===== config.mk =====
export PLATFORM = sky130hd
export DESIGN_NAME = joystick_axis_circle_clamp_core
export DESIGN_NICKNAME = d
export VERILOG_FILES = /design/src/jsc_pkg.sv /design/src/jsc_ctrl.sv /design/src/jsc_dp.sv /design/src/joystick_axis_circle_clamp_core.sv
export SDC_FILE = /design/constraint.sdc
export NUM_CORES = 1
export LEC_CHECK = 0
export ABC_AREA = 0
export BUFFER_PORTS_ARGS = -buffer_cell sky130_fd_sc_hd__buf_2
export CORE_MARGIN = 5
export CORE_UTILIZATION = 60
export CTS_CLUSTER_DIAMETER = 30
export DETAILED_ROUTE_END_ITERATION = 16
export PLACE_DENSITY = 0.77
export SYNTH_ARGS = -nofsm -noshare
export SYNTH_HDL_FRONTEND = slang
export SYNTH_SLANG_ARGS = --single-unit

===== constraint.sdc =====
create_clock -name clk -period 8.5 [get_ports clk]
set_input_delay 0.85 -clock clk [delete_from_list [all_inputs] [get_ports clk]]
set_output_delay 0.85 -clock clk [all_outputs]
set_load 0.02 [all_outputs]

===== src/jsc_pkg.sv =====
`default_nettype none
// ----------------------------------------------------------------------------
// jsc_pkg
// Shared types and constants for the joystick axis circle clamp block.
// ----------------------------------------------------------------------------
package jsc_pkg;

  // input word: one axis update of one stick
  typedef struct packed {
    logic              stick;
    logic              axis;
    logic signed [15:0] value;
  } item_t;

  // result word: conditioned position of one stick
  typedef struct packed {
    logic              stick_out;
    logic signed [15:0] x_out;
    logic signed [15:0] y_out;
  } result_t;

  // commands from controller to datapath
  typedef struct packed {
    logic load_in;
    logic clamp;
    logic sq_x;
    logic sq_y;
    logic sum;
    logic sqrt_init;
    logic sqrt_step;
    logic div_init;
    logic div_sel;
    logic div_step;
    logic store_x;
    logic store_y;
    logic out_load;
  } cmd_t;

  // status from datapath to controller
  typedef struct packed {
    logic big;
  } stat_t;

  localparam logic signed [15:0] ONE_Q14     = 16'sd16384;
  localparam logic signed [15:0] NEG_ONE_Q14 = -16'sd16384;
  localparam logic signed [16:0] ONE_Q14_W     = 17'sd16384;
  localparam logic signed [16:0] NEG_ONE_Q14_W = -17'sd16384;
  localparam logic [29:0]        R2_ONE      = 30'd268435456;

  // iteration counts of the root and divide units
  localparam int unsigned SQRT_STEPS = 15;
  localparam int unsigned DIV_STEPS  = 15;
  localparam logic [3:0]  SQRT_LAST  = 4'(SQRT_STEPS - 1);
  localparam logic [3:0]  DIV_LAST   = 4'(DIV_STEPS - 1);

endpackage
`default_nettype wire


===== src/jsc_ctrl.sv =====
`default_nettype none
// ----------------------------------------------------------------------------
// jsc_ctrl
// Controller: sequences clamp, squares, root and divides, drives handshakes.
// ----------------------------------------------------------------------------
module jsc_ctrl (
  input  wire logic          clk,
  input  wire logic          rst,
  input  wire logic          item_valid,
  output logic               item_stall,
  output logic               result_valid,
  input  wire logic          result_stall,
  input  jsc_pkg::stat_t     stat,
  output jsc_pkg::cmd_t      cmd
);
  import jsc_pkg::*;

  localparam logic [3:0] S_IDLE  = 4'd0;
  localparam logic [3:0] S_CLAMP = 4'd1;
  localparam logic [3:0] S_SQX   = 4'd2;
  localparam logic [3:0] S_SQY   = 4'd3;
  localparam logic [3:0] S_SUM   = 4'd4;
  localparam logic [3:0] S_TEST  = 4'd5;
  localparam logic [3:0] S_SQRT  = 4'd6;
  localparam logic [3:0] S_DXI   = 4'd7;
  localparam logic [3:0] S_DX    = 4'd8;
  localparam logic [3:0] S_DYI   = 4'd9;
  localparam logic [3:0] S_DY    = 4'd10;
  localparam logic [3:0] S_DYS   = 4'd11;
  localparam logic [3:0] S_DONE  = 4'd12;

  logic [3:0] state, state_next;
  logic [3:0] cnt, cnt_next;

  always_comb begin
    cmd        = '0;
    state_next = state;
    cnt_next   = cnt;
    item_stall = (state != S_IDLE);
    case (state)
      S_IDLE: begin
        if (item_valid) begin
          cmd.load_in = 1'b1;
          state_next  = S_CLAMP;
        end
      end
      S_CLAMP: begin
        cmd.clamp  = 1'b1;
        state_next = S_SQX;
      end
      S_SQX: begin
        cmd.sq_x   = 1'b1;
        state_next = S_SQY;
      end
      S_SQY: begin
        cmd.sq_y   = 1'b1;
        state_next = S_SUM;
      end
      S_SUM: begin
        cmd.sum    = 1'b1;
        state_next = S_TEST;
      end
      S_TEST: begin
        if (stat.big) begin
          cmd.sqrt_init = 1'b1;
          cnt_next      = '0;
          state_next    = S_SQRT;
        end else begin
          state_next = S_DONE;
        end
      end
      S_SQRT: begin
        cmd.sqrt_step = 1'b1;
        if (cnt == SQRT_LAST) begin
          cnt_next   = '0;
          state_next = S_DXI;
        end else begin
          cnt_next = cnt + 4'd1;
        end
      end
      S_DXI: begin
        cmd.div_init = 1'b1;
        cmd.div_sel  = 1'b0;
        cnt_next     = '0;
        state_next   = S_DX;
      end
      S_DX: begin
        cmd.div_step = 1'b1;
        if (cnt == DIV_LAST) begin
          cnt_next   = '0;
          state_next = S_DYI;
        end else begin
          cnt_next = cnt + 4'd1;
        end
      end
      S_DYI: begin
        // quotient of x is complete, start y on the same divider
        cmd.store_x  = 1'b1;
        cmd.div_init = 1'b1;
        cmd.div_sel  = 1'b1;
        cnt_next     = '0;
        state_next   = S_DY;
      end
      S_DY: begin
        cmd.div_step = 1'b1;
        if (cnt == DIV_LAST) begin
          cnt_next   = '0;
          state_next = S_DYS;
        end else begin
          cnt_next = cnt + 4'd1;
        end
      end
      S_DYS: begin
        cmd.store_y = 1'b1;
        state_next  = S_DONE;
      end
      S_DONE: begin
        if (!result_valid || !result_stall) begin
          cmd.out_load = 1'b1;
          state_next   = S_IDLE;
        end
      end
      default: begin
        state_next = S_IDLE;
      end
    endcase
  end

  always_ff @(posedge clk) begin
    if (rst) begin
      state        <= S_IDLE;
      cnt          <= '0;
      result_valid <= 1'b0;
    end else begin
      state <= state_next;
      cnt   <= cnt_next;
      if (cmd.out_load) begin
        result_valid <= 1'b1;
      end else if (!result_stall) begin
        result_valid <= 1'b0;
      end
    end
  end

endmodule
`default_nettype wire


===== src/jsc_dp.sv =====
`default_nettype none
// ----------------------------------------------------------------------------
// jsc_dp
// Datapath: raw axis store, clamp, shared squarer, bit-serial root and divider.
// ----------------------------------------------------------------------------
module jsc_dp (
  input  wire logic          clk,
  input  wire logic          rst,
  input  jsc_pkg::item_t     item,
  input  jsc_pkg::cmd_t      cmd,
  output jsc_pkg::stat_t     stat,
  output jsc_pkg::result_t   result
);
  import jsc_pkg::*;

  logic signed [15:0] xs [2];
  logic signed [15:0] ys [2];
  logic               stk;

  logic signed [15:0] raw_x, raw_y, x_cl, y_cl;
  logic signed [16:0] neg_y;
  logic signed [15:0] x, y;

  logic signed [15:0] mul_in;
  logic signed [31:0] prod;
  logic [28:0]        sq_xq, sq_yq;
  logic [29:0]        r2;

  logic [16:0] sq_rem;
  logic [14:0] sq_root;
  logic [29:0] sq_rad;
  logic [18:0] sq_sh, sq_trial, sq_diff;
  logic        sq_ge;

  logic signed [15:0] dv_src, dv_abs;
  logic [14:0] dv_rem, dv_num, dv_q;
  logic        dv_neg;
  logic [15:0] dv_sh, dv_diff;
  logic        dv_ge;
  logic signed [15:0] dv_res;

  // raw axis store, zero after reset
  always_ff @(posedge clk) begin
    if (rst) begin
      xs[0] <= '0;
      xs[1] <= '0;
      ys[0] <= '0;
      ys[1] <= '0;
    end else if (cmd.load_in) begin
      if (item.axis) begin
        ys[item.stick] <= item.value;
      end else begin
        xs[item.stick] <= item.value;
      end
    end
  end

  always_comb begin
    raw_x = xs[stk];
    raw_y = ys[stk];
    if (raw_x > ONE_Q14) begin
      x_cl = ONE_Q14;
    end else if (raw_x < NEG_ONE_Q14) begin
      x_cl = NEG_ONE_Q14;
    end else begin
      x_cl = raw_x;
    end
    // vertical axis is inverted; -(-2.0) needs the extra bit
    neg_y = 17'sd0 - $signed({raw_y[15], raw_y});
    if (neg_y > ONE_Q14_W) begin
      y_cl = ONE_Q14;
    end else if (neg_y < NEG_ONE_Q14_W) begin
      y_cl = NEG_ONE_Q14;
    end else begin
      y_cl = neg_y[15:0];
    end
  end

  // shared squarer
  assign mul_in = cmd.sq_y ? y : x;
  assign prod   = mul_in * mul_in;

  assign stat.big = (r2 > R2_ONE);

  // restoring square root, two radicand bits a step
  assign sq_sh    = {sq_rem, sq_rad[29:28]};
  assign sq_trial = {2'b00, sq_root, 2'b01};
  assign sq_ge    = (sq_sh >= sq_trial);
  assign sq_diff  = sq_sh - sq_trial;

  // restoring divide of |axis| * 1.0 by the root, one quotient bit a step
  assign dv_src  = cmd.div_sel ? y : x;
  assign dv_abs  = dv_src[15] ? (16'sd0 - dv_src) : dv_src;
  assign dv_sh   = {dv_rem, dv_num[14]};
  assign dv_ge   = (dv_sh >= {1'b0, sq_root});
  assign dv_diff = dv_sh - {1'b0, sq_root};
  assign dv_res  = dv_neg ? $signed(16'd0 - {1'b0, dv_q}) : $signed({1'b0, dv_q});

  always_ff @(posedge clk) begin
    if (cmd.load_in) begin
      stk <= item.stick;
    end
    if (cmd.clamp) begin
      x <= x_cl;
    end else if (cmd.store_x) begin
      x <= dv_res;
    end
    if (cmd.clamp) begin
      y <= y_cl;
    end else if (cmd.store_y) begin
      y <= dv_res;
    end
    if (cmd.sq_x) begin
      sq_xq <= prod[28:0];
    end
    if (cmd.sq_y) begin
      sq_yq <= prod[28:0];
    end
    if (cmd.sum) begin
      r2 <= {1'b0, sq_xq} + {1'b0, sq_yq};
    end
    if (cmd.sqrt_init) begin
      sq_rem  <= '0;
      sq_root <= '0;
      sq_rad  <= r2;
    end else if (cmd.sqrt_step) begin
      sq_rad <= {sq_rad[27:0], 2'b00};
      if (sq_ge) begin
        sq_rem  <= sq_diff[16:0];
        sq_root <= {sq_root[13:0], 1'b1};
      end else begin
        sq_rem  <= sq_sh[16:0];
        sq_root <= {sq_root[13:0], 1'b0};
      end
    end
    if (cmd.div_init) begin
      // upper dividend bits are |axis| >> 1, always below the root
      dv_rem <= {1'b0, dv_abs[14:1]};
      dv_num <= {dv_abs[0], 14'd0};
      dv_q   <= '0;
      dv_neg <= dv_src[15];
    end else if (cmd.div_step) begin
      dv_rem <= dv_ge ? dv_diff[14:0] : dv_sh[14:0];
      dv_num <= {dv_num[13:0], 1'b0};
      dv_q   <= {dv_q[13:0], dv_ge};
    end
    if (cmd.out_load) begin
      result.stick_out <= stk;
      result.x_out     <= x;
      result.y_out     <= y;
    end
  end

endmodule
`default_nettype wire


===== src/joystick_axis_circle_clamp_core.sv =====
`default_nettype none
// ----------------------------------------------------------------------------
// joystick_axis_circle_clamp_core
// Two-stick joystick conditioner with radial clamp to the unit circle.
// ----------------------------------------------------------------------------
// Input channel (item_valid/item_stall/item): each word updates one axis of
// one stick with a raw Q2.14 value. Output channel (result_valid/
// result_stall/result): one word per input, the clamped position of that
// stick, x in [-1,1], y inverted and in [-1,1], pulled onto the unit circle
// when outside it.
// A word inside the circle goes from accept through clamp, both squares,
// the sum and the test to the result; one that must be scaled also takes
// 15 square root steps and two 15-step divides on one shared divider, plus
// setup. One word is worked on at a time; the next input is taken on the
// cycle after the result is loaded.
// The result sits in an output register; while the receiver stalls, a
// finished word waits there and the block holds its next result until the
// register frees. Reset clears the stored axes of both sticks to zero and
// empties the output register.
// ----------------------------------------------------------------------------
module joystick_axis_circle_clamp_core (
  input  wire logic          clk,
  input  wire logic          rst,
  input  wire logic          item_valid,
  output logic               item_stall,
  input  jsc_pkg::item_t     item,
  output logic               result_valid,
  input  wire logic          result_stall,
  output jsc_pkg::result_t   result
);
  import jsc_pkg::*;

  cmd_t  cmd;
  stat_t stat;

  jsc_ctrl u_ctrl (
    .clk          (clk),
    .rst          (rst),
    .item_valid   (item_valid),
    .item_stall   (item_stall),
    .result_valid (result_valid),
    .result_stall (result_stall),
    .stat         (stat),
    .cmd          (cmd)
  );

  jsc_dp u_dp (
    .clk    (clk),
    .rst    (rst),
    .item   (item),
    .cmd    (cmd),
    .stat   (stat),
    .result (result)
  );

`ifndef ASSERT_OFF
  // a reported position never leaves [-1,1] on either axis
  a_result_range: assert property (@(posedge clk) disable iff (rst)
    result_valid |-> ($signed(result.x_out) <= ONE_Q14 &&
                      $signed(result.x_out) >= NEG_ONE_Q14 &&
                      $signed(result.y_out) <= ONE_Q14 &&
                      $signed(result.y_out) >= NEG_ONE_Q14))
    else $error("result outside unit range");

  // an accepted word blocks the input until its work is done
  a_busy_after_accept: assert property (@(posedge clk) disable iff (rst)
    (item_valid && !item_stall) |=> item_stall)
    else $error("input taken while busy");

  // a stalled result word holds still
  a_result_held: assert property (@(posedge clk) disable iff (rst)
    (result_valid && result_stall) |=> (result_valid && $stable(result)))
    else $error("stalled result word changed");
`endif

endmodule
`default_nettype wire

---- Yosys cells after proc, flatten, opt, wreduce, memory -nomap -nowiden ----
Memories as Yosys holds them, arrays and structs flattened. A register that Yosys moved wholly into a read port is not among the register bits.
Cells that the tools add are included.
operators by class
  add/sub/neg operators ................... 7
  $mul .................................... 1
  magnitude comparators ................... 7
  equal/unequal tests ..................... 20
  multiplexer cells ....................... 66
  reduce and logical (&&, ||, !) cells .... 17
operator list
  operator                                                                           count
  16-bit two-way mux                                                                 13
  15-bit two-way mux                                                                 4
  30-bit two-way mux                                                                 2
  4-bit case mux with 13 select lines                                                1
  1-bit two-way mux                                                                  33
  4-bit two-way mux                                                                  8
  16-bit OR reduction                                                                2
  29-bit by 29-bit adder with 30-bit output                                          1
  30-bit by 29-bit greater-than comparator with 1-bit output, second input constant  1
  16-bit by 16-bit multiplier with 29-bit output                                     1
  14-bit two-way mux                                                                 2
  4-bit == test, second input constant                                               6
  19-bit by 17-bit >= comparator with 1-bit output                                   1
  17-bit by 16-bit greater-than comparator with 1-bit output, second input constant  1
  17-bit by 15-bit < comparator with 1-bit output, second input constant             1
  17-bit two-way mux                                                                 1
  1-bit by 16-bit subtractor with 17-bit output, first input constant                1
  17-bit subtractor                                                                  1
  4-bit by 3-bit == test with 1-bit output, second input constant                    4
  16-bit by 15-bit >= comparator with 1-bit output                                   1
  16-bit greater-than comparator, second input constant                              1
  16-bit by 15-bit < comparator with 1-bit output, second input constant             1
  1-bit by 15-bit subtractor with 16-bit output, first input constant                1
  1-bit by 15-bit subtractor with 15-bit output, first input constant                1
  other kinds (18)                                                                   29
word-level totals
  register bits ........................... 257
  memory bits (writable) .................. 64
  input bits .............................. 22
  output and inout port bits .............. 35
  word-level logic and storage cells ...... 140
  memories kept ........................... 2
memory list
  memory   words  bits a word  rd ports  clocked after memory_dff  write ports  line          source
  u_dp.xs  2      16           1         1                         2            jsc_dp.sv:16  logic signed [15:0] xs [2];
  u_dp.ys  2      16           1         1                         2            jsc_dp.sv:17  logic signed [15:0] ys [2];

---- Longest topological paths before layout ----
  depth in word-level cells ............... 7
  mapped depth ............................ 29
  mapped depth without buffers ............ 27

---- Cells and area by module ----
Synthesis repeated with hierarchy kept, for this count alone.
unflattened totals
  cell total of the unflattened synthesis .. 2342
  area total of the unflattened synthesis .. 24683.7 µm²
by module, submodules not included
  module    times used  cells each  area each (µm²)  seq. area each (µm²)
  jsc_dp    1           2260        24046.8          8848.5
  jsc_ctrl  1           82          636.9            180.2

---- Worst setup path after synthesis ----
No wires, ideal clock.
  path kind ............................... register to register
  start point ............................. register u_ctrl.state[1]
  end point ............................... register u_dp.sq_xq[27], data pin
  library setup time ...................... 0.262 ns
  arrival ................................. 7.158 ns
  data required time ...................... 8.238 ns
  setup slack ............................. 1.079 ns
  cell stages (with the launch flop) ...... 28
  path buffers ............................ 4
  period minus slack after synthesis ...... 7.421 ns
  path through ............................ dfxtp_1 buf_2 nand2_1 nor3_1 buf_2 buf_4 mux2i_1 inv_1 buf_2 nand2_1 fa_1 fa_1 inv_1 fa_1 inv_1 fa_1 fa_1 fa_1 inv_1 ha_1 and3_1 o2111a_1 a221oi_2 a21o_1 nor3_1 or3_1 a21oi_1 xnor2_1
on the way
  longest elaborated chain between the ends .. 4
ends and longest elaborated chain
  element                                         line             source
  start: declaration                              jsc_ctrl.sv:32   logic [3:0] state, state_next;
  start signal: assignment                        jsc_ctrl.sv:135  state <= state_next;
  4-bit by 2-bit == test with 1-bit output        jsc_ctrl.sv:40   case (state)
  1-bit two-way mux                               jsc_ctrl.sv:40
  16-bit two-way mux                              jsc_dp.sv:80     assign mul_in = cmd.sq_y ? y : x;
  16-bit by 16-bit multiplier with 29-bit output  jsc_dp.sv:81     assign prod = mul_in * mul_in;
  net u_dp.prod[27]                               jsc_dp.sv:25     logic signed [31:0] prod;
  end signal: assignment                          jsc_dp.sv:114    sq_xq <= prod[28:0];
  end: declaration                                jsc_dp.sv:26     logic [28:0] sq_xq, sq_yq;
The timed path passes the listed nets, and every way through them passes these cells.
A chain may end at the register's enable or synchronous reset.

---- Worst setup path in the final report ----
  start point ............................. register u_ctrl.state[0]
  end point ............................... register u_dp.sq_yq[28], data pin
on the way
  longest elaborated chain between the ends .. 4
ends and longest elaborated chain
  element                                         line            source
  4-bit by 2-bit == test with 1-bit output        jsc_ctrl.sv:40
  1-bit two-way mux                               jsc_ctrl.sv:40
  16-bit two-way mux                              jsc_dp.sv:80
  16-bit by 16-bit multiplier with 29-bit output  jsc_dp.sv:81
  net u_dp.prod[28]                               jsc_dp.sv:25
  end signal: assignment                          jsc_dp.sv:117   sq_yq <= prod[28:0];
  end: declaration                                jsc_dp.sv:26
The timed path passes the listed nets, and every way through them passes these cells.

==> results by group <==
Status
  – Outcome: finished, final reports clean

Clock network
  – Post-CTS Hold Buffers: 0
  – Post-cts gate resize count: 0
  – Clock transition at the registers of the reported paths: 0.05 ns
  – CTS Buf Count: 67
  – CTS max path bufs: 3
  – Root Driver: clkbuf_16
  – CTS tree: built
  – Worst skew pair latency: 0.59 ns
  – Clk sinks: 320
  – CTS HTree Levels: 3
  – Post-CTS Setup Bufs: 0

Detailed routing
  – DR pass1 iterations: 8
  – Remaining antenna violation count: 0
  – Remaining DRCs: 0
  – Via Count: 17097
  – Wirelength per Cell: 18.9 um
  – Total routed wirelength: 56300 um
  – Routed vias/inst: 5.73
  – Detailed Route Iter0 Violations: 1507

Hold path
  – Worst hold path cell count: 0
  – Worst min-delay path category: reg -> reg

Yosys
  – Register area share after synthesis: 36.9%
  – Post-synth EDFFs: 262
  – Synth top area share: 32.2%
  – Yosys top cell by area: edfxtp_1
  – Synth async-reset ratio: 0%
  – Commonest cells post-synth: 355 x inv_1, 262 x edfxtp_1, 217 x fa_1
  – Syn_area_per_cell: 10.6 um2
  – Synth Net Count: 2692
  – Synth top area cells: edfxtp_1 32%, fa_1 18%, ha_1 7.2%, inv_1 5.5%, dfxtp_1 4.7%
  – Gate Count Post-Synth: 2313
  – Top_reg_cell synth: edfxtp_1
  – Mapped cell area: 24400 um2
  – YS warnings: 0
  – Synth Register Bits: 320
  – Yosys cell types: 91
  – Most frequent cell after synthesis: inv_1

Global routing
  – GRT Util Overall: 25.9%
  – GRT overflow: 0
  – Initial antenna violation count: 1
  – Number of global-route vias before repair: 18144
  – Largest net degree at the start of global routing: 63
  – Global-route wire length before repair: 93000 um

Die
  – Die Area: 44900 um2
  – Die X: 212 um
  – Initial Util: 60.3%
  – Core area: 40600 um2
  – Die Ht: 212 um
  – Row count: 74
  – Io pins: 57

Timing
  – Final-report hold violation count: 0
  – Final Skew: 0.0333 ns
  – RSZ-0062 raised after global routing: false
  – Worst slew margin: 29.1%
  – Worst-Margin Slew: 1.06 ns
  – Setup violations, final: 0
  – Final period utilization: 94.1%
  – Post-route minimum period: 8.00 ns
  – Max frequency: 0.125 GHz
  – Fin. max-slew vios: 0
  – Setup TNS: 0 ns

Worst setup path
  – CP arrival: 8.31 ns
  – Critical Path RT: 8.80 ns
  – CP endpoint kind: flip-flop
  – Worst-path fanout max: 30
  – Critical path class: reg -> reg
  – R2R depth: 27
  – Crit path launch type: flip-flop

Cells and area
  – Register area: 9030 um2
  – Antenna cells: 0
  – Nets@finish: 2780
  – Ratio of cells with drive above 1 in the final layout: 11.9%
  – Filler cell count in the final layout: 2957
  – Non-filler cells, final: 2986
  – Multi-input logic area: 13800 um2
  – Area grow syn2layout: 12.7%
  – Final instance area: 27500 um2

Place
  – RePlAce Congestion: 0.951
  – Placed Area: 25300 um2
  – IO Port Bufs: 56
  – Hpwl dp: 42400 um
  – DP Cell Count: 2864

Job
  – Maxcap violations: 0
-- logic make-up (layout without fill, tap and decap cells) --
family,count (synthesis),in the layout,synth area share (%)
mux,115,115,5.03
simple gates,631,631,12.5
flops,320,320,36.9
fa+ha+maj,357,357,24.9
xor+xnor,124,124,4.44
buf+inv,425,566,6.87
compound gates,341,341,9.26
-- metal layers --
| layer | track usage (%) | up-vias | share of wire (%) |
|---|---|---|---|
| met5 | 0 | - | 0.023 |
| li1 | - | 8044 | - |
| met4 | 9.95 | 2 | 3.5 |
| met1 | 34.2 | 8350 | 42 |
| met2 | 43.0 | 571 | 48 |
| met3 | 4.73 | 130 | 6.4 |
-- registers in the layout, summed over array words and instances (netlist names), 17 cells and up, named ones only --
register	flops
u_dp.sq_yq	28
u_dp.result	33
u_dp.sq_rad	30
u_dp.r2	30
u_dp.ys	32
u_dp.sq_rem	17
u_dp.sq_xq	28
u_dp.xs	32
-- worst max-delay path: stages (launching register included) --
cell and delay (ns):
dfxtp_1 0.60, nand2_1 0.18, nor3_2 0.20, buf_4 0.31, buf_4 0.44, mux2i_1 0.20
buf_4 0.20, nor2_1 0.19, inv_1 0.09, fa_1 0.53, inv_1 0.05, fa_1 0.50
inv_1 0.05, fa_1 0.47, inv_1 0.05, fa_1 0.46, fa_1 0.52, inv_1 0.05
fa_1 0.52, inv_1 0.04, ha_1 0.35, a21oi_1 0.17, o21ai_0 0.13, a221oi_1 0.34
o21ai_0 0.36, a211oi_1 0.38, o21ai_0 0.18, xnor2_1 0.16
-- layout by cell type, fill, tap and decap left out, drive strengths merged, types with 5 or more instances in the layout --
cell      n
or3      13
mux2i    70
nor2b     9
dfxtp    58
nor4     18
bufinv    5
fa      217
buf      81
clkinv   25
o31ai    10
o21bai    9
or2      11
nor3b     7
nor2    172
inv     367
o22ai    22
xnor2    91
a221oi    6
mux2     45
and3     10
xor2     33
nand2b   19
o21ai    84
a31oi    14
and2     74
o21a     12
a211o     6
edfxtp  262
ha      140
a21o     20
nand4    11
and4      5
a21oi    91
nand3    18
nor3     66
clkbuf   84
a211oi   24
nand2   183
-- layout make-up --
type / instances / share of cell area, %
timing repair buffer: 81 / 1.70
tap: 532 / 2.42
inverter: 363 / 4.95
multi-input combinational: 1568 / 50.0
clock inverter: 38 / 1.56
clock buffer: 84 / 6.54
sequential: 320 / 32.8
-- through the flow --
step	utilization (%)	worst slack [ns]	hold slack, ns
5_1_grt	67.9	0.0885	0.465
3_5_place_dp	62.4	0.591	0.434
6_report	67.9	0.497	0.437
4_1_cts	67.9	0.569	0.438
3_3_place_gp	62.4	0.761	0.427
2_1_floorplan	-	1.08	0.420
-- path summary, 6_finish.rpt --
kind | startpoint | end | slack (ns)
setup / recovery | u_ctrl.state[0] | u_dp.sq_yq[28] | 0.50
hold / removal | u_dp.stk | u_dp.result[32] | 0.44
setup reg to reg | u_ctrl.state[0] | u_dp.sq_yq[28] | 0.50
hold reg to reg | u_dp.stk | u_dp.result[32] | 0.44
Power is left out: the tool's default activity adds up to more than one toggle a clock period on the data nets, which glitch-free logic cannot reach.
